### src/rtl/cvl_pkg.sv
// Package of the compacting value list: port widths, default parameters,
// opcode and status codes, and the per-cell command struct. No dependencies.
package cvl_pkg;

  localparam int CAPACITY_DEF    = 256;
  localparam int VALUE_WIDTH_DEF = 32;

  localparam int OPCODE_W = 3;
  localparam int VALUE_W  = 32;
  localparam int POS_W    = 8;
  localparam int STATUS_W = 2;
  localparam int COUNT_W  = 9;

  typedef enum logic [OPCODE_W-1:0] {
    OP_APPEND     = 3'd0,
    OP_REMOVE_VAL = 3'd1,
    OP_REMOVE_IDX = 3'd2,
    OP_FIND_VAL   = 3'd3,
    OP_READ_IDX   = 3'd4
  } op_e;

  typedef enum logic [STATUS_W-1:0] {
    ST_OK      = 2'd0,
    ST_FULL    = 2'd1,
    ST_MISSING = 2'd2,
    ST_RANGE   = 2'd3
  } status_e;

  typedef struct packed {
    logic capture;
    logic load;
    logic shift;
  } cell_cmd_t;

endpackage

### src/rtl/cvl_cell.sv
// One storage cell of the compacting value list: holds one entry and a match flag.
// Depends on cvl_pkg for the command struct.
module cvl_cell #(
  parameter int VW = cvl_pkg::VALUE_WIDTH_DEF
) (
  input  logic              clk_i,
  input  cvl_pkg::cell_cmd_t cmd_i,
  input  logic [VW-1:0]     probe_i,
  input  logic [VW-1:0]     load_i,
  input  logic [VW-1:0]     next_i,
  output logic [VW-1:0]     entry_o,
  output logic              match_o
);
  import cvl_pkg::*;

  logic [VW-1:0] entry_q;
  logic          match_q;

  always_ff @(posedge clk_i) begin
    if (cmd_i.load) begin
      entry_q <= load_i;
    end else if (cmd_i.shift) begin
      entry_q <= next_i;
    end
    if (cmd_i.capture) begin
      match_q <= (entry_q == probe_i);
    end
  end

  assign entry_o = entry_q;
  assign match_o = match_q;

endmodule

### config.mk
export PLATFORM = sky130hd
export DESIGN_NAME = cvl_cell
export DESIGN_NICKNAME = d
export VERILOG_FILES = /design/src/rtl/cvl_pkg.sv /design/src/rtl/cvl_cell.sv
export SDC_FILE = /design/constraint.sdc
export NUM_CORES = 1
export LEC_CHECK = 0
export ABC_AREA = 1
export BUFFER_PORTS_ARGS = -buffer_cell sky130_fd_sc_hd__buf_4
export CAP_MARGIN = 25
export CORE_ASPECT_RATIO = 0.5
export CORE_MARGIN = 1
export CORE_UTILIZATION = 25
export CTS_CLUSTER_SIZE = 24
export DETAILED_ROUTE_END_ITERATION = 12
export PLACE_DENSITY_LB_ADDON = 0.1
export REMOVE_ABC_BUFFERS = 1
export SLEW_MARGIN = 15
export SYNTH_ARGS = -nofsm -noshare
export SYNTH_HDL_FRONTEND = slang
export SYNTH_SLANG_ARGS = --single-unit
### constraint.sdc
create_clock -name clk_i -period 1.3 [get_ports clk_i]
set_input_delay 0.13 -clock clk_i [delete_from_list [all_inputs] [get_ports clk_i]]
set_output_delay 0.13 -clock clk_i [all_outputs]
set_load 0.005 [all_outputs]
* After elaboration in Yosys (flattened, before gate mapping)
Cells that the tools add are included.
** Word-level totals
- Logic and storage cells :: 6
- Flip-flop bits (word level) :: 33
- Input bits :: 100
- Output and inout bits :: 33
** Operators by class
- Equal/unequal tests :: 1
- Multiplexer cells :: 2
- Reduce and logical (&&, ||, !) cells :: 1
** Operators by type and width (count)
- two-way mux 32 bit :: 2
- == test 32 bit :: 1
- nonzero test 2 bit :: 1

* Depth between registers and ports, before layout
Gate-level depths: netlist of run 1.
- Word-level depth :: 2
- Mapped depth :: 8
- Depth with buffers taken out :: 8

* Worst setup path before layout of run 1
Ideal clock, no wire load.
- Kind :: input -> register
- Start point :: input cmd_i[1] (netlist name)
- End point :: register entry_q[0] (netlist: entry_o[0]) (enable)
- Stages :: 2
- Buffers on the path :: 1
- Slack :: 0.192 ns
- Library setup time :: 0.330 ns
- Data arrival time :: 0.779 ns
- Cells stage by stage :: buf_2 > or2_2
** Between the ends
- Cells in the longest elaborated chain, start to end :: 1
** Ends and longest elaborated chain
- start, declared :: RTL line cvl_cell.sv:7 : input cvl_pkg::cell_cmd_t cmd_i,
- nonzero test 2 bit (no line)
- end signal, assigned :: RTL line cvl_cell.sv:21 : entry_q <= load_i;
- end signal, assigned :: RTL line cvl_cell.sv:23 : entry_q <= next_i;
- end, declared :: RTL line cvl_cell.sv:16 : logic [VW-1:0] entry_q;
No other way between the ends.
A chain may end at the register's enable or synchronous reset.

* Final worst setup path of run 1
- Start point :: register entry_q[22] (netlist: entry_o[22])
- End point :: register match_q (netlist: match_o), data pin
** Between the ends
- Cells in the longest elaborated chain, start to end :: 1
** Ends and longest elaborated chain
- == test 32 bit :: RTL line cvl_cell.sv:26 : match_q <= (entry_q == probe_i);
- end signal, assigned :: RTL line cvl_cell.sv:26
- end, declared :: RTL line cvl_cell.sv:17 : logic match_q;
No other way between the ends.

==> results of run 1 <==
## power by group
part           total [W]  internal [W]  switching (W)
clock network    0.00110      0.000711       0.000390
logic           0.000781      0.000459       0.000322
registers        0.00140       0.00131      0.0000842
total            0.00328       0.00248       0.000796
## worst register-to-register path: stages (launching register included)
cell      delay (ps)
edfxtp_1         410
nand2_1           90
nand2_1           50
nor2_1           120
nand2_1           90
nor2_1           100
nand2_1           60
nor2_1            70
## worst min-delay path by stage
stage / startpoint / to / slack, ps / cells past startpoint
after floorplan: cmd_i[2] / match_o$_DFFE_PP_ / 240 / 0
after global placement: cmd_i[2] / match_o$_DFFE_PP_ / 340 / 1
after detailed placement: cmd_i[2] / match_o$_DFFE_PP_ / 330 / 1
after CTS: cmd_i[2] / match_o$_DFFE_PP_ / 50 / 1
after global routing: cmd_i[2] / match_o$_DFFE_PP_ / 50 / 1
final: cmd_i[2] / match_o$_DFFE_PP_ / 50 / 1
## area by class of cell
class	instances	area [um2]	area share
Multi-Input combinational cell	218	838.3	0.2508
Inverter	48	180.2	0.05391
Timing Repair Buffer	138	1061	0.3175
Sequential cell	33	991.0	0.2965
Clock buffer	8	136.4	0.04081
Tap cell	108	135.1	0.04043
## cells in the final DEF, fill, tap and decap left out
cell / instances
buf_12: 2
buf_4: 136
clkbuf_1: 3
clkbuf_16: 5
edfxtp_1: 33
inv_1: 48
nand2_1: 171
nor2_1: 42
nor2_2: 1
or2_2: 1
xor2_1: 3
## logic make-up after synthesis
family / Yosys count / synth area share
AND/OR/NAND/NOR: 215 / 0.3950
XOR/XNOR: 3 / 0.01282
flip-flops: 33 / 0.4835
buffers and inverters: 55 / 0.1087
## sequential cells by signal, indices dropped and copies added (netlist names)
signal / cells
entry_o: 32
match_o: 1
## stage by stage
stage / util / setup slack (ps) / hold WS, ps / power [W] / cell area, um2
2_1_floorplan: - / 263.3 / 242.5 / 0.001689 / 2007
3_3_place_gp: 0.4181 / 117.6 / 337.3 / 0.002189 / 3188
3_5_place_dp: 0.4181 / 115.4 / 333.9 / 0.002203 / 3188
4_1_cts: 0.4360 / 115.2 / 52.57 / 0.003313 / 3324
5_1_grt: 0.4383 / 8.155 / 45.85 / 0.003486 / 3342
6_report: 0.4383 / 170.3 / 54.43 / 0.003279 / 3342
## per-layer routing
layer,up-vias,GRT usage,part of all wire
met3,5,0.02913,0.047
met1,890,0.1446,0.44
met4,0,0.03924,0.0096
met5,-,0,0
li1,1175,-,-
met2,55,0.2327,0.51
## timing repair
item | in CTS | in global routing
endpoints found under the setup margin | 0 | 1
endpoints found under the hold margin | 0 | 0
hold buffers | 0 | 0
setup buffers | 0 | 2
gates resized for setup | 0 | 1
==> results.json, run 1 <==
{
  "coreArea_mm2": 0.007625,
  "hold_viol": 0,
  "power.density_mw_per_mm2": 981.3,
  "synth_largest_area_cell": "edfxtp_1",
  "die_h_um": 66.03,
  "cts_max_level": 2,
  "num_io_pins": 133,
  "num_vias": 2125,
  "cp-startpoint": "entry_o[22]$_DFFE_PP_",
  "drcViolationCount": 0,
  "min_period_over_period": 0.8690,
  "final.setup.tns_ps": 0,
  "grtUsageTotal": 0.1259,
  "rrSetupSlack_ps": 170,
  "first_iter_violations": 71,
  "maxSlewHeadroom": 0.7733,
  "r2r_cells": 7,
  "nets": 544,
  "start_util": 0.2688,
  "syn_inst": 306,
  "dieArea_mm2": 0.008586,
  "status": "complete, no violations",
  "rsz0062_at_grt": "no",
  "cp_max_fo": 3,
  "area_delta_synth_final_pct": 63.06,
  "grt_pass1_wl_um": 8066,
  "synth_seq_cells": 33,
  "hpwlAfterDp_um": 4431,
  "netlist_top_cells_area": "edfxtp_1 (48%), nand2_1 (31%), inv_1 (8.8%)",
  "num-fill-cells": 796,
  "skew_ps": 4.419,
  "required_ps": 1440,
  "max_freq_ghz": 0.8852,
  "synth_common_cells": "nand2_1 (171), inv_1 (48), nor2_1 (43)",
  "setup_viol": 0,
  "drive_above_1_share": 0.3258,
  "yosysWarningCount": 0,
  "cts_buffers": 5,
  "worst-path-buf-inv": 0,
  "clk_pin_slew_worst_paths_ps": 50,
  "endpoint": "match_o$_DFFE_PP_",
  "synth_edf_count": 33,
  "rows": 22,
  "grt_overflow": 0,
  "routed_wl_um": 5428,
  "cpMostUsedCell": "nand2_1",
  "synthArstFlopShare": 0,
  "antenna_found_initial": 0,
  "path_class": "reg2reg",
  "synth_area_mm2": 0.002049,
  "grt_pass1_vias": 1807,
  "endpoint_kind": "flip-flop",
  "cts-root-buf": "clkbuf_16",
  "cp_num_cells": 7,
  "path_cells": "nand2_1 > nand2_1 > nor2_1 > nand2_1 > nor2_1 > nand2_1 > nor2_1",
  "instances_no_fill": 553,
  "syn-mean-instance-area_um2": 6.698,
  "synth.most_common_cell": "nand2_1",
  "synth_ff_type": "edfxtp_1",
  "worstSkewPairLatency_ps": 270,
  "ant_nets": 0,
  "synth_top_area_frac": 0.4835,
  "period_needed_ps": 1130,
  "critPathMaxStageDelay_ps": 410,
  "tritoncts": "done",
  "seq_area_frac_synth": 0.4835,
  "diodes": 0,
  "clkSinkCount": 33,
  "cts_buffer_depth": 2,
  "r2r-end": "match_o$_DFFE_PP_",
  "hp-class": "in2reg",
  "reg2reg_from": "entry_o[22]$_DFFE_PP_",
  "die_width_um": 130.0,
  "leakage_nw": 1.917,
  "grt_max_degree": 25,
  "tightestPinTransition_ps": 339.6,
  "vdd_drop_max_mv": 0.5017,
  "synth_cell_types": 8,
  "wire_per_inst_um": 9.816,
  "cap_violations": 0,
  "cp_top_family": "simple AND/OR/NAND/NOR gates",
  "dp.cells": 543,
  "firstDrtPassIters": 4,
  "worst_path_max_delay_cell": "edfxtp_1",
  "drt-vias-per-instance": 3.843,
  "routabilityCongestion": 0.7032,
  "cp-start-kind": "flip-flop",
  "slew_viol_final": 0,
  "portBuffers": 132,
  "cp.arrival_ps": 1270
}
Note: power is estimated with default switching activity, not from simulation.
==> inputs of run 2 (changes only) <==
==> constraint.sdc (replaced) <==
create_clock -name clk_i -period 1 [get_ports clk_i]
set_input_delay 0.1 -clock clk_i [delete_from_list [all_inputs] [get_ports clk_i]]
set_output_delay 0.1 -clock clk_i [all_outputs]
set_load 0.005 [all_outputs]
==> run 2 against run 1 <==
The flow now finishes with violations (setup timing). Hold slack worse by 29 ps. Setup slack worse by 370 ps. Clock power grew 30%. Core utilization grew 6.0 points. Wire length up 7.8%. Via count grew 7.8%. Register-to-register slack got worse by 370 ps. Combinational power is 78% higher. Sequential power increased by 31%. First-iteration DRC count decreased by 15%. Maximum frequency fell by 5.5%. Critical path type unchanged. Critical endpoint unchanged.
==> results.json, run 2 (synthesized netlist as in run 1, its figures left out) <==
{
  "cp-start-kind": "flip-flop",
  "cts_max_level": 2,
  "cpMostUsedCell": "nor2_1",
  "critPathMaxStageDelay_ps": 410,
  "grt_pass1_vias": 2203,
  "cap_violations": 0,
  "failed_checks": "setup timing",
  "worst_path_max_delay_cell": "edfxtp_1",
  "worst-path-buf-inv": 1,
  "firstDrtPassIters": 4,
  "hp-class": "in2reg",
  "skew_ps": 2.457,
  "cts_buffer_depth": 2,
  "rows": 22,
  "dp.cells": 576,
  "clk_pin_slew_worst_paths_ps": 50,
  "cts_buffers": 5,
  "endpoint_kind": "flip-flop",
  "place_ws_ps": -178.1,
  "status": "complete, but fails checks",
  "cp_top_family": "simple AND/OR/NAND/NOR gates",
  "grt_overflow": 0,
  "leakage_nw": 2.144,
  "diodes": 0,
  "die_width_um": 130.0,
  "slew_viol_final": 0,
  "clkSinkCount": 33,
  "routed_wl_um": 5854,
  "tightestPinTransition_ps": 258.4,
  "path_class": "reg2reg",
  "drive_above_1_share": 0.3697,
  "start_util": 0.2688,
  "drt-vias-per-instance": 3.923,
  "period_needed_ps": 1195,
  "grt_pass1_wl_um": 9045,
  "antenna_found_initial": 0,
  "dieArea_mm2": 0.008586,
  "die_h_um": 66.03,
  "ant_nets": 0,
  "required_ps": 1030,
  "hpwlAfterDp_um": 4692,
  "wire_per_inst_um": 10.02,
  "cts_hold_repair.buffers": 0,
  "hold_viol": 0,
  "cp-startpoint": "entry_o[13]$_DFFE_PP_",
  "maxSlewHeadroom": 0.8277,
  "grt_max_degree": 25,
  "grtUsageTotal": 0.1375,
  "cp_max_fo": 3,
  "tritoncts": "done",
  "reg2reg_from": "entry_o[13]$_DFFE_PP_",
  "cts-root-buf": "clkbuf_16",
  "path_cells": "nand2_1 > inv_1 > nor2_1 > nor2_1 > nand2_1 > nor2_1 > nand2_1 > nor2_1",
  "vdd_drop_max_mv": 0.5895,
  "power.total_w": 0.004658,
  "routabilityCongestion": 0.6799,
  "cp.arrival_ps": 1220,
  "min_period_over_period": 1.195,
  "setup_viol": 32,
  "layout_common_cells": "nand2_1 (171), buf_4 (110), buf_6 (56)",
  "worstSkewPairLatency_ps": 270,
  "portBuffers": 132,
  "power.density_mw_per_mm2": 1227,
  "first_iter_violations": 60,
  "layout_commonest_cell": "nand2_1",
  "num_io_pins": 133,
  "largest_reg_flops": 32,
  "max_freq_ghz": 0.8367,
  "hold_start": "cmd_i[2]",
  "worst_slack_ps": -195.1,
  "rsz0062_at_grt": "yes",
  "area_delta_synth_final_pct": 85.23,
  "coreArea_mm2": 0.007625,
  "nets": 575,
  "num_vias": 2291,
  "instances_no_fill": 584,
  "drcViolationCount": 0
}
run 2: cell types whose count changed in the layout (fill, tap and decap cells not counted), sizes merged:
cell and delta:
clkinv +3, clkbuf -3, buf +31
run 2: worst paths after layout:
check	endpoint	slack, ps	depth (start not counted)
max	match_o$_DFFE_PP_	-200	8
min	match_o$_DFFE_PP_	30	1
max reg2reg	match_o$_DFFE_PP_	-200	8
min reg2reg	match_o$_DFFE_PP_	870	7
run 2: power by group:
part           switching, W  internal, W
registers          0.000124      0.00171
logic              0.000489     0.000905
clock network      0.000534     0.000899
total               0.00115      0.00351
run 2: through the flow:
| step | instance area, um2 | hold slack [ps] | utilization | TNS (ps) |
|---|---|---|---|---|
| 3_3_place_gp | 3448 | 304.6 | 0.4522 | -192.5 |
| 6_report | 3796 | 25.34 | 0.4979 | -1104 |
| 2_1_floorplan | 2007 | 212.5 | - | -36.66 |
| 4_1_cts | 3725 | 18.39 | 0.4885 | -1477 |
| 3_5_place_dp | 3448 | 303.1 | 0.4522 | -315.3 |
| 5_1_grt | 3796 | 15.91 | 0.4979 | -2291 |
run 2: layout make-up:
cell class,instances,area (um2)
flip-flops and latches,33,991.0
fillers,742,3829
well taps,108,135.1
inverters,48,180.2
multi-input cells,218,835.8
clock inverters,3,12.51
clock buffers,5,125.1
repair buffers,169,1516
run 2: per-layer routing:
layer  vias to the layer above  routed length [um]  global-route usage  part of all wire
li1                       1238                   -                   -                 -
met2                        58                3090              0.2633              0.53
met4                         0                  36             0.03488            0.0061
met3                         2                 225             0.02913             0.038
met1                       993                2502              0.1557              0.43
met5                         -                   0                   0                 0
run 2: timing repair:
action                     4_1_cts  5_1_grt
gates resized for setup         37       22
setup buffers                    2       17
pin swaps                        8        6
setup endpoints to repair       32       32
